## config.mk

```make
export PLATFORM = sky130hd
export DESIGN_NAME = ffd_mul
export DESIGN_NICKNAME = d
export VERILOG_FILES = /design/src/design/ffd_pkg.sv /design/src/design/ffd_mul.sv
export SDC_FILE = /design/constraint.sdc
export NUM_CORES = 1
export LEC_CHECK = 0
export ABC_AREA = 0
export ABC_CLOCK_PERIOD_IN_PS = 23000
export BUFFER_PORTS_ARGS = -buffer_cell sky130_fd_sc_hd__buf_2
export CAP_MARGIN = 20
export CORE_MARGIN = 4
export CORE_UTILIZATION = 35
export CTS_BUF_LIST = sky130_fd_sc_hd__clkbuf_4 sky130_fd_sc_hd__clkbuf_8 sky130_fd_sc_hd__clkbuf_16
export CTS_CLUSTER_SIZE = 12
export DETAILED_ROUTE_END_ITERATION = 8
export SLEW_MARGIN = 10
export SYNTH_ARGS = -nofsm -noshare
export SYNTH_HDL_FRONTEND = slang
export SYNTH_SLANG_ARGS = --single-unit
```

## constraint.sdc

```tcl
create_clock -name clk -period 23 [get_ports clk]
set_clock_uncertainty 0.05 [all_clocks]
set_input_delay 4.6 -clock clk [delete_from_list [all_inputs] [get_ports clk]]
set_output_delay 4.6 -clock clk [all_outputs]
set_load 0.01 [all_outputs]
```

## src/design/ffd_pkg.sv

```systemverilog
// ============================================================================
// ffd_pkg: shared definitions for the fractional feedback delay
// Store geometry, multiplier operand widths and the store request bundle.
// ============================================================================
package ffd_pkg;

    // Depth of the circular sample store. Addresses wrap by plain binary
    // overflow, so the depth is kept a power of two.
    localparam int STORE_DEPTH = 1024;
    localparam int ADDR_W      = $clog2(STORE_DEPTH);
    // The fill count must be able to hold the depth itself.
    localparam int FILL_W      = ADDR_W + 1;

    localparam int SAMPLE_W    = 16;
    localparam int MUL_W       = 17;
    localparam int PROD_W      = 2 * MUL_W;

    // APB address width: five 32-bit registers at byte offsets 0 to 16.
    localparam int CFG_ADDR_W  = 5;

    typedef logic signed [SAMPLE_W-1:0] sample_t;
    typedef logic [ADDR_W-1:0]          store_addr_t;
    typedef logic signed [MUL_W-1:0]    operand_t;
    typedef logic signed [PROD_W-1:0]   product_t;

    // One read and one write per cycle on the sample store.
    typedef struct packed {
        logic        rd_en;
        store_addr_t rd_addr;
        logic        wr_en;
        store_addr_t wr_addr;
        sample_t     wr_data;
    } store_req_t;

endpackage

```

## src/design/ffd_mul.sv

```systemverilog
// ============================================================================
// ffd_mul: shared signed multiplier
// 17 x 17 signed product, registered, held while the enable is low.
// ============================================================================
module ffd_mul
(
    input  logic              clk,
    input  logic              en,
    input  ffd_pkg::operand_t a,
    input  ffd_pkg::operand_t b,
    output ffd_pkg::product_t product
);

    ffd_pkg::product_t product_reg;

    always_ff @(posedge clk)
    begin
        if (en)
        begin
            product_reg <= a * b;
        end
    end

    assign product = product_reg;

endmodule

```

Word level (Yosys, flattened, before mapping). Cells that the tools add are included.

Add/subtract/negate cells: 0. Multipliers: 1. Div/mod/pow operators: 0. Order comparisons: 0. Equal/unequal tests: 0. Shifts and indexed selects: 0. Multiplexer cells: 0. Bitwise logic cells: 0. Reductions and logical operators: 0.

Operators with widths (count): $mul A17 B17 Y34 (1).

Bits in registers: 34. Bits in latches: 0. Bits in writable memories: 0. Memory bits (read-only): 0. Logic and storage cells: 2. Memories kept: 0.

Longest topological paths before layout. Gate-level depths: netlist of run 1.

Depth after elaboration: 1. Depth in mapped cells: 24.

Least setup slack after synthesis of run 1. OpenSTA, ideal clock, no wires.

Path type: input-to-reg. Start point: input b[8]. End point: register product_reg[31] (netlist: product[31]) (data pin). Arrival time: 10.315 ns. Path slack: 12.373 ns. Stages on the path: 24. Path buffers: 3. Cell sequence: clkbuf_1 -> clkbuf_1 -> nand2_1 -> fa_1 -> inv_1 -> fa_1 -> inv_1 -> fa_1 -> inv_1 -> fa_1 -> fa_1 -> inv_1 -> fa_1 -> inv_1 -> ha_1 -> buf_6 -> a21oi_2 -> nand2_1 -> a221oi_2 -> a311oi_1 -> or4b_4 -> a31oi_4 -> o21bai_1 -> xor2_1.

Longest elaborated chain between the ends: 1.

Ends and longest elaborated chain: start, declared (line ffd_mul.sv:10) `input ffd_pkg::operand_t b,`; $mul A17 B17 Y34 (line ffd_mul.sv:20) `product_reg <= a * b;`; end signal, assigned (line ffd_mul.sv:20); end, declared (line ffd_mul.sv:14) `ffd_pkg::product_t product_reg;`.

No other way between the ends. A chain may end at the register's enable or synchronous reset.

Worst setup path after layout of run 1.
Start point: input a[7]. End point: register product_reg[31] (netlist: product[31]) (data pin).

Longest elaborated chain between the ends: 1.

Ends and longest elaborated chain: start, declared (line ffd_mul.sv:9) `input ffd_pkg::operand_t a,`; $mul A17 B17 Y34 (line ffd_mul.sv:20).

No other way between the ends.

==> summary.txt, run 1 <==
Die
  – Die Wd: 193 um
  – Core Region: 33600 sq um
  – I/O pin count: 70
  – Die area: 37200 sq um
  – Die Y: 193 um
  – FP Rows: 67
  – Initial Utilization: 35.6%

Logic synthesis
  – Post-synth EDFFs: 34
  – Syn Inst Count: 1238
  – Flops & latches, synth: 34
  – Avg Cell Area, Syn: 9.67 sq um
  – Yosys cell types: 50
  – Synth top area cells: fa_1, inv_1, ha_1
  – Seq/Total Area, Yosys: under 10%
  – Area leader, netlist: fa_1
  – Ys async rst share: 0%
  – Ys flop type: edfxtp_1
  – Post-Syn Area: between 10000 and 15000 sq um
  – YS warnings: 0
  – Syn nets: about 1700
  – Top-area cell type share of the netlist area: about half

Worst setup path
  – Critical Path Source Type: input port
  – Crit Path Class: input port to register
  – Crit end category: register
  – Worst-path maximum fanout: 17
  – Worst endpoint required time: 22.98 ns
  – Critical Path AT: around 11 ns

Global route
  – GR Util met1: between 10% and 20%
  – Initial antenna violation count: 0
  – Grt met3 use: 1.60%
  – M2 GR Usage: between 20% and 30%
  – Gr busiest metal: met2
  – First-pass GRT wire length: 45300 um
  – Largest net degree at the start of global routing: 35
  – Number of global-route vias before repair: 9143
  – Overflow after GRT: 0
  – Gr usage total: 15.1%

Detailed routing
  – Via density: 4.77
  – WL final: 26100 um
  – ANT nets after route: 0
  – DRT iter0 DRCs: between 400 and 500
  – Drt first pass iters: 5
  – Vias: 8213
  – Wire per inst: 15.2 um
  – Residual DRC: 0

CTS
  – Worst-path clk slew: 0.06 ns
  – CTS tree: built
  – Post-cts hold buffer count: 0
  – Max clock buf depth: 2
  – CTS root buf: clkbuf_16
  – Number of setup buffers added after CTS: 0
  – Htree depth: 2
  – Clk sinks: 34
  – TritonCTS Buffers: 5
  – Post-CTS resize count: 0

Final layout
  – Max reg flops: 34
  – Share of final-layout standard cells stronger than drive strength 1: 6.53%
  – Filler cells: 3413
  – Synthesis-to-layout area growth: 7.57%
  – Nets: 1688

STA
  – Final Max Slew Viols: 0
  – Worst slew pin tran: approximately 0.80 ns
  – RSZ-0062 raised after global routing: no
  – # setup viols final: 0
  – Crit share post-route: 46.1%
  – Min cycle time layout: 10.61 ns
  – Final setup TNS: 0 ns
  – Final hold vios: 0
  – Highest Clock Rate: approximately 0.094 GHz
  – Rel. slew slack: 47.0%

Outcome
  – Status: complete, no violations

Place
  – GP Congestion: 0.850
  – Post-detail-place hpwl: about 22000 um
  – Buffers added on ports: 69

Run
  – Number of max-cap violations: 0

Min path
  – Min-Delay Path Class: input port to register
-- cell usage in the layout (no fill, tap or decap), types with 5 or more instances in the layout --
cell type    n
edfxtp_1    34
buf_2       69
o21a_1       6
o21ai_0     16
nor2_1      32
xnor2_1     26
fa_1       296
clkbuf_16    5
a21o_1      10
inv_1      311
nand3_1      8
and2_1     148
a21oi_1     17
nand2_1    142
nand4_1      5
ha_1        85
-- critical path: stages --
cell and delay, ns:
buf_2 0.32, nand2_1 0.15, fa_1 0.55, inv_1 0.05
fa_1 0.49, inv_1 0.05, fa_1 0.56, inv_1 0.06
fa_1 0.45, fa_1 0.49, inv_1 0.05, fa_1 0.47
inv_1 0.04, ha_1 0.37, a21oi_2 0.19, nand2_1 0.08
a221oi_2 0.34, a311oi_1 0.23, or4b_4 0.55, a31oi_4 0.24
o21bai_1 0.10, xor2_1 0.14
-- cells in the mapped netlist (5+ instances only) --
cell	n
clkbuf_1	39
nand4_1	5
a21oi_1	17
edfxtp_1	34
nand3_1	8
ha_1	85
inv_1	311
and2_1	148
nand2_1	142
o21a_1	6
xnor2_1	26
fa_1	296
nor2_1	32
a21o_1	10
o21ai_0	16
-- cells by family (layout without fill, tap and decap cells) --
| family | count (synthesis) | count (layout) | share of synthesized area, % |
|---|---|---|---|
| simple gates | 356 | 356 | 15.0 |
| other cells | 0 | 1 | 0 |
| compound gates | 82 | 82 | 4.66 |
| mux | 1 | 1 | 0.0836 |
| flops | 34 | 34 | 8.52 |
| xor+xnor | 30 | 30 | 2.19 |
| fa+ha+maj | 381 | 381 | 58.4 |
| buf+inv | 354 | 388 | 11.2 |
-- through the flow --
step / std cells / hold WS (ns) / cell area (sq um) / util (%) / worst slack [ns]
floorplan: 1238 / 4.66 / 12000 / - / 12.37
global placement: 1712 / 4.96 / 12700 / 37.8 / 12.21
detailed placement: 1712 / 4.96 / 12700 / 37.8 / 12.14
CTS: 1720 / 4.84 / 12900 / 38.3 / 12.43
global route: 1720 / 4.86 / 12900 / 38.3 / 11.99
finish: 1721 / 4.83 / 12900 / 38.3 / 12.39
-- layer usage --
| layer | share of wire [%] | vias to the layer above | wire (um) |
|---|---|---|---|
| met4 | 1.7 | 0 | 437 |
| met1 | 41 | 4313 | 10700 |
| met5 | 0 | - | 0 |
| met3 | 3.5 | 30 | 902 |
| met2 | 54 | 160 | 14100 |
| li1 | - | 3710 | - |
-- worst paths after layout --
check,start,end,cells past startpoint
max,a[7],product[31]$_DFFE_PP_,22
min,b[0],product[0]$_DFFE_PP_,2
-- cell type report --
class	instances	area [sq um]	share of cell area, %
Antenna cell	1	2.50	0.0194
Clock buffer	7	140	1.09
Clock inverter	1	30.0	0.233
Inverter	311	1170	9.06
Multi-Input combinational cell	850	9620	74.6
Sequential cell	34	1020	7.92
Tap cell	448	561	4.35
Timing Repair Buffer	69	345	2.68
Power of run 1 is left out: the tool's default activity adds up to more than one toggle a clock period on the data nets, which glitch-free logic cannot reach.
==> run 2, diff against run 1 <==
--- a/config.mk
+++ b/config.mk
@@ -6,7 +6,7 @@
 export NUM_CORES = 1
 export LEC_CHECK = 0
 export ABC_AREA = 0
-export ABC_CLOCK_PERIOD_IN_PS = 23000
+export ABC_CLOCK_PERIOD_IN_PS = 9200
 export BUFFER_PORTS_ARGS = -buffer_cell sky130_fd_sc_hd__buf_2
 export CAP_MARGIN = 20
 export CORE_MARGIN = 4
==> constraint.sdc (replaced) <==
create_clock -name clk -period 9.2 [get_ports clk]
set_clock_uncertainty 0.05 [all_clocks]
set_input_delay 1.84 -clock clk [delete_from_list [all_inputs] [get_ports clk]]
set_output_delay 1.84 -clock clk [all_outputs]
set_load 0.01 [all_outputs]
==> summary.txt, run 2 (synthesis results as in run 1) <==
Final layout
  – Area of the multi-input gates: 9620 sq um (unchanged)
  – Filler cells: 3436 (was 3413)
  – Synthesis-to-layout area growth: 7.42% (was 7.57%)
  – Max reg flops: 34 (unchanged)
  – Share of final-layout standard cells stronger than drive strength 1: 6.60% (was 6.53%)
  – Ant. Diodes: 0 (was 1)
  – Nets: 1689 (was 1688)
  – Storage element area: 1020 sq um (unchanged)
  – Final Cell Area: 12900 sq um (about the same)
  – Commonest non-fill, non-tap cell in the layout: inv_1 (unchanged)
  – Most frequent cells in the layout: inv_1, fa_1, and2_1 (unchanged)

CTS
  – Clk sinks: 34 (unchanged)
  – Worst-path clk slew: 0.06 ns (about the same)
  – Post-CTS resize count: 0 (unchanged)
  – Number of setup buffers added after CTS: 0 (unchanged)
  – Htree depth: 2 (unchanged)
  – Post-cts hold buffer count: 0 (unchanged)
  – TritonCTS Buffers: 5 (unchanged)
  – Max clock buf depth: 2 (unchanged)
  – CTS root buf: clkbuf_16 (unchanged)
  – CTS tree: built (unchanged)

Worst setup path
  – Slowest stage cell, crit path: fa_1 (unchanged)
  – Crit Path Class: input port to register (unchanged)
  – Max incr delay on CP: 0.56 ns (about the same)
  – Crit end category: register (unchanged)
  – Crit-path cells: buf_2 -> nand2_1 -> fa_1 -> inv_1 -> fa_1 -> inv_1 -> fa_1 -> inv_1 -> fa_1 -> fa_1 -> inv_1 -> fa_1 -> inv_1 -> ha_1 -> and4_1 -> a221oi_2 -> a311oi_1 -> or4b_4 -> a31oi_4 -> o21bai_1 -> xor2_1 (was buf_2 -> nand2_1 -> fa_1 -> inv_1 -> fa_1 -> inv_1 -> fa_1 -> inv_1 -> fa_1 -> fa_1 -> inv_1 -> fa_1 -> inv_1 -> ha_1 -> a21oi_2 -> nand2_1 -> a221oi_2 -> a311oi_1 -> or4b_4 -> a31oi_4 -> o21bai_1 -> xor2_1)
  – Critical Path AT: 7.86 ns (was 10.59 ns)
  – Worst-path maximum fanout: 17 (unchanged)
  – Worst endpoint required time: 9.18 ns (was 22.98 ns)
  – CP most frequent cell: fa_1 (unchanged)
  – Critical Path Source Type: input port (unchanged)

Global route
  – Initial antenna violation count: 0 (unchanged)
  – Overflow after GRT: 0 (unchanged)
  – First-pass GRT wire length: 43900 um (was 45300 um)
  – Gr usage total: 14.8% (was 15.1%)
  – Number of global-route vias before repair: 8865 (was 9143)
  – Largest net degree at the start of global routing: 35 (unchanged)

Detailed routing
  – DRT iter0 DRCs: 391 (was 429)
  – Via density: 4.79 (was 4.77)
  – Wire per inst: 15.2 um (about the same)
  – Vias: 8239 (was 8213)
  – WL final: 26200 um (was 26100 um)
  – ANT nets after route: 0 (unchanged)
  – Residual DRC: 0 (unchanged)
  – Drt first pass iters: 5 (unchanged)

STA
  – RSZ-0062 raised after global routing: no (unchanged)
  – Final hold vios: 0 (unchanged)
  – PnR worst setup slack: 1.32 ns (was 12.39 ns)
  – Min cycle time layout: 7.88 ns
  – Highest Clock Rate: around 0.13 GHz
  – Final setup TNS: 0 ns (unchanged)
  – Final Max Slew Viols: 0 (unchanged)
  – Crit share post-route: 85.6%
  – # setup viols final: 0 (unchanged)
  – Rel. slew slack: 46.8% (was 47.0%)
  – Worst slew pin tran: 0.798 ns (was 0.796 ns)

Die
  – I/O pin count: 70 (unchanged)
  – Die Y: 193 um (unchanged)
  – Initial Utilization: 35.6% (unchanged)
  – FP Rows: 67 (unchanged)
  – Core Region: 33600 sq um (unchanged)
  – Die Wd: 193 um (unchanged)
  – Die area: 37200 sq um (unchanged)

Place
  – Post-Place Worst Slack: 1.06 ns (was 12.14 ns)
  – GP Congestion: 0.848 (was 0.850)
  – Buffers added on ports: 69 (unchanged)
  – Post-DP Area: 12700 sq um (about the same)
  – Post-detail-place hpwl: 22300 um (about the same)

Outcome
  – Status: complete, no violations (unchanged)

Run
  – Number of max-cap violations: 0 (unchanged)

Min path
  – Min-Delay Path Class: input port to register (unchanged)
run 2: metal layers:
metal	track usage [%]	routed length (um)	up-vias
li1	-	-	3709
met3	1.71	1030	31
met2	27.3	14200	162
met5	0	0	-
met4	2.37	448	0
met1	19.0	10500	4337
run 2: path summary, 6_finish.rpt:
check / depth (start not counted) / from / endpoint
max: 21 / b[8] / product[31]$_DFFE_PP_
min: 2 / b[0] / product[0]$_DFFE_PP_
run 2: layout make-up:
cell class / instances / area share (%)
sequential: 34 / 7.94
multi-input combinational: 850 / 74.8
clock inverter: 3 / 0.165
tap: 448 / 4.36
inverter: 311 / 9.07
timing repair buffer: 70 / 2.74
clock buffer: 5 / 0.973
run 2: stage by stage:
stage | hold slack [ns] | utilization [%] | cells
floorplan | 1.90 | - | 1238
global placement | 2.20 | 37.8 | 1713
detailed placement | 2.20 | 37.8 | 1713
CTS | 2.07 | 38.3 | 1721
global route | 2.10 | 38.3 | 1721
finish | 2.08 | 38.3 | 1721
run 2: critical path, delay by kind of cell:
family                   cells  cell delay (ns)
adder cells (fa/ha/maj)      7             3.40
AND/OR/NAND/NOR              3             0.97
AO/OA/AOI/OAI                4             0.91
buffers and inverters        6             0.55
XOR/XNOR                     1             0.15
Power of run 2 is left out for the same reason.
==> run 3, diff against run 2 <==
--- a/config.mk
+++ b/config.mk
@@ -14,6 +14,7 @@
 export CTS_BUF_LIST = sky130_fd_sc_hd__clkbuf_4 sky130_fd_sc_hd__clkbuf_8 sky130_fd_sc_hd__clkbuf_16
 export CTS_CLUSTER_SIZE = 12
 export DETAILED_ROUTE_END_ITERATION = 8
+export PLACE_DENSITY = 0.65
 export SLEW_MARGIN = 10
 export SYNTH_ARGS = -nofsm -noshare
 export SYNTH_HDL_FRONTEND = slang
==> summary.txt, run 3 (synthesis results as in run 1) <==
CTS
  – Worst-path clk slew: 0.05 ns (was 0.06 ns)
  – CTS root buf: clkbuf_16 (unchanged)
  – Max clock buf depth: 2 (unchanged)
  – Clk sinks: 34 (unchanged)
  – Htree depth: 2 (unchanged)
  – Post-cts hold buffer count: 0 (unchanged)
  – Number of setup buffers added after CTS: 0 (unchanged)
  – CTS tree: built (unchanged)
  – TritonCTS Buffers: 5 (unchanged)
  – Post-CTS resize count: 0 (unchanged)

Detailed routing
  – WL final: 26600 um (was 26200 um)
  – Via density: 4.81 (was 4.79)
  – Residual DRC: 0 (unchanged)
  – Drt first pass iters: 4 (was 5)
  – Vias: 8261 (was 8239)
  – Wire per inst: 15.5 um (was 15.2 um)
  – DRT iter0 DRCs: 378 (was 391)
  – ANT nets after route: 0 (unchanged)

Global route
  – Initial antenna violation count: 0 (unchanged)
  – Largest net degree at the start of global routing: 35 (unchanged)
  – Gr usage total: 15.1% (was 14.8%)
  – Gr busiest metal: met2 (unchanged)
  – M2 GR Usage: 27.0% (was 27.3%)
  – Grt met3 use: 1.96% (was 1.71%)
  – First-pass GRT wire length: 45000 um (was 43900 um)
  – Overflow after GRT: 0 (unchanged)
  – GR Util met1: 19.5% (was 19.0%)
  – Number of global-route vias before repair: 9141 (was 8865)

Place
  – Post-detail-place hpwl: 22600 um (was 22300 um)
  – Buffers added on ports: 69 (unchanged)
  – Post-DP Area: 12700 sq um (unchanged)
  – Placed cell count: 1713 (unchanged)
  – GP Congestion: 0.832 (was 0.848)

Outcome
  – Status: complete, no violations (unchanged)

Final layout
  – Synthesis-to-layout area growth: 7.27% (was 7.42%)
  – Final non-filler cell total: 1719 (was 1721)
  – Share of final-layout standard cells stronger than drive strength 1: 6.37% (was 6.60%)
  – Max reg flops: 34 (unchanged)
  – Commonest non-fill, non-tap cell in the layout: inv_1 (unchanged)
  – Most frequent cells in the layout: inv_1, fa_1, and2_1 (unchanged)
  – Final Cell Area: 12800 sq um (was 12900 sq um)
  – Nets: 1689 (unchanged)
  – Filler cells: 3360 (was 3436)
  – Ant. Diodes: 0 (unchanged)

Die
  – Die Y: 193 um (unchanged)
  – FP Rows: 67 (unchanged)
  – I/O pin count: 70 (unchanged)
  – Initial Utilization: 35.6% (unchanged)
  – Die area: 37200 sq um (unchanged)
  – Core Region: 33600 sq um (unchanged)
  – Die Wd: 193 um (unchanged)

STA
  – Worst slew pin tran: 0.796 ns (was 0.798 ns)
  – Final hold vios: 0 (unchanged)
  – Min cycle time layout: 7.83 ns (was 7.88 ns)
  – Final setup TNS: 0 ns (unchanged)
  – Rel. slew slack: 46.9% (was 46.8%)
  – # setup viols final: 0 (unchanged)
  – RSZ-0062 raised after global routing: no (unchanged)
  – Hold Slack: 2.10 ns (was 2.08 ns)
  – Highest Clock Rate: 0.128 GHz (was 0.127 GHz)
  – Crit share post-route: 85.1% (was 85.6%)
  – Final Max Slew Viols: 0 (unchanged)

Worst setup path
  – Critical Path AT: 7.80 ns (was 7.86 ns)
  – Worst-path maximum fanout: 17 (unchanged)
  – Critical Path Source Type: input port (unchanged)
  – Crit Path Class: input port to register (unchanged)
  – Crit end category: register (unchanged)
  – Worst endpoint required time: 9.17 ns (was 9.18 ns)

Min path
  – Min-Delay Path Class: input port to register (unchanged)

Run
  – Number of max-cap violations: 0 (unchanged)
-- run 3: changes by cell type in the layout (fill, tap and decap cells not counted), sizes merged --
cell      change
clkinv        -1
clkinvlp      -1
-- run 3: metal layers --
layer | wire length [um] | up-vias | share of wire [%]
met2 | 14200 | 183 | 53
li1 | - | 3711 | -
met1 | 10900 | 4325 | 41
met3 | 994 | 42 | 3.7
met5 | 0 | - | 0
met4 | 622 | 0 | 2.3
-- run 3: stage by stage --
stage / setup slack [ns] / util [%]
6_report: 1.37 / 38.2
5_1_grt: 1.10 / 38.2
4_1_cts: 1.40 / 38.2
3_5_place_dp: 1.10 / 37.8
3_3_place_gp: 1.17 / 37.8
2_1_floorplan: 1.33 / -
-- run 3: worst max-delay path, cell delays in order --
cell      delay [ns]
buf_2           0.30
nand2_1         0.13
fa_1            0.54
inv_1           0.06
fa_1            0.50
inv_1           0.06
fa_1            0.56
inv_1           0.06
fa_1            0.45
fa_1            0.49
inv_1           0.05
fa_1            0.47
inv_1           0.04
ha_1            0.41
and4_1          0.30
nand4_1         0.10
o21bai_1        0.22
a311oi_1        0.59
or4b_4          0.26
a31oi_4         0.11
o21bai_1        0.17
xor2_1          0.09
-- run 3: layout make-up --
| type | count | area (sq um) | area share, % |
|---|---|---|---|
| timing repair buffer | 70 | 353 | 2.75 |
| clock buffer | 5 | 125 | 0.974 |
| clock inverter | 1 | 3.75 | 0.0292 |
| sequential | 34 | 1020 | 7.95 |
| multi-input combinational | 850 | 9620 | 74.9 |
| inverter | 311 | 1170 | 9.09 |
| tap | 448 | 561 | 4.36 |
-- run 3: path summary, 6_finish.rpt --
path	from	cells past startpoint	slack (ns)	endpoint
worst max-delay path	b[8]	22	1.37	product[31]$_DFFE_PP_
worst min-delay path	b[0]	2	2.10	product[0]$_DFFE_PP_
Power of run 3 is left out for the same reason.
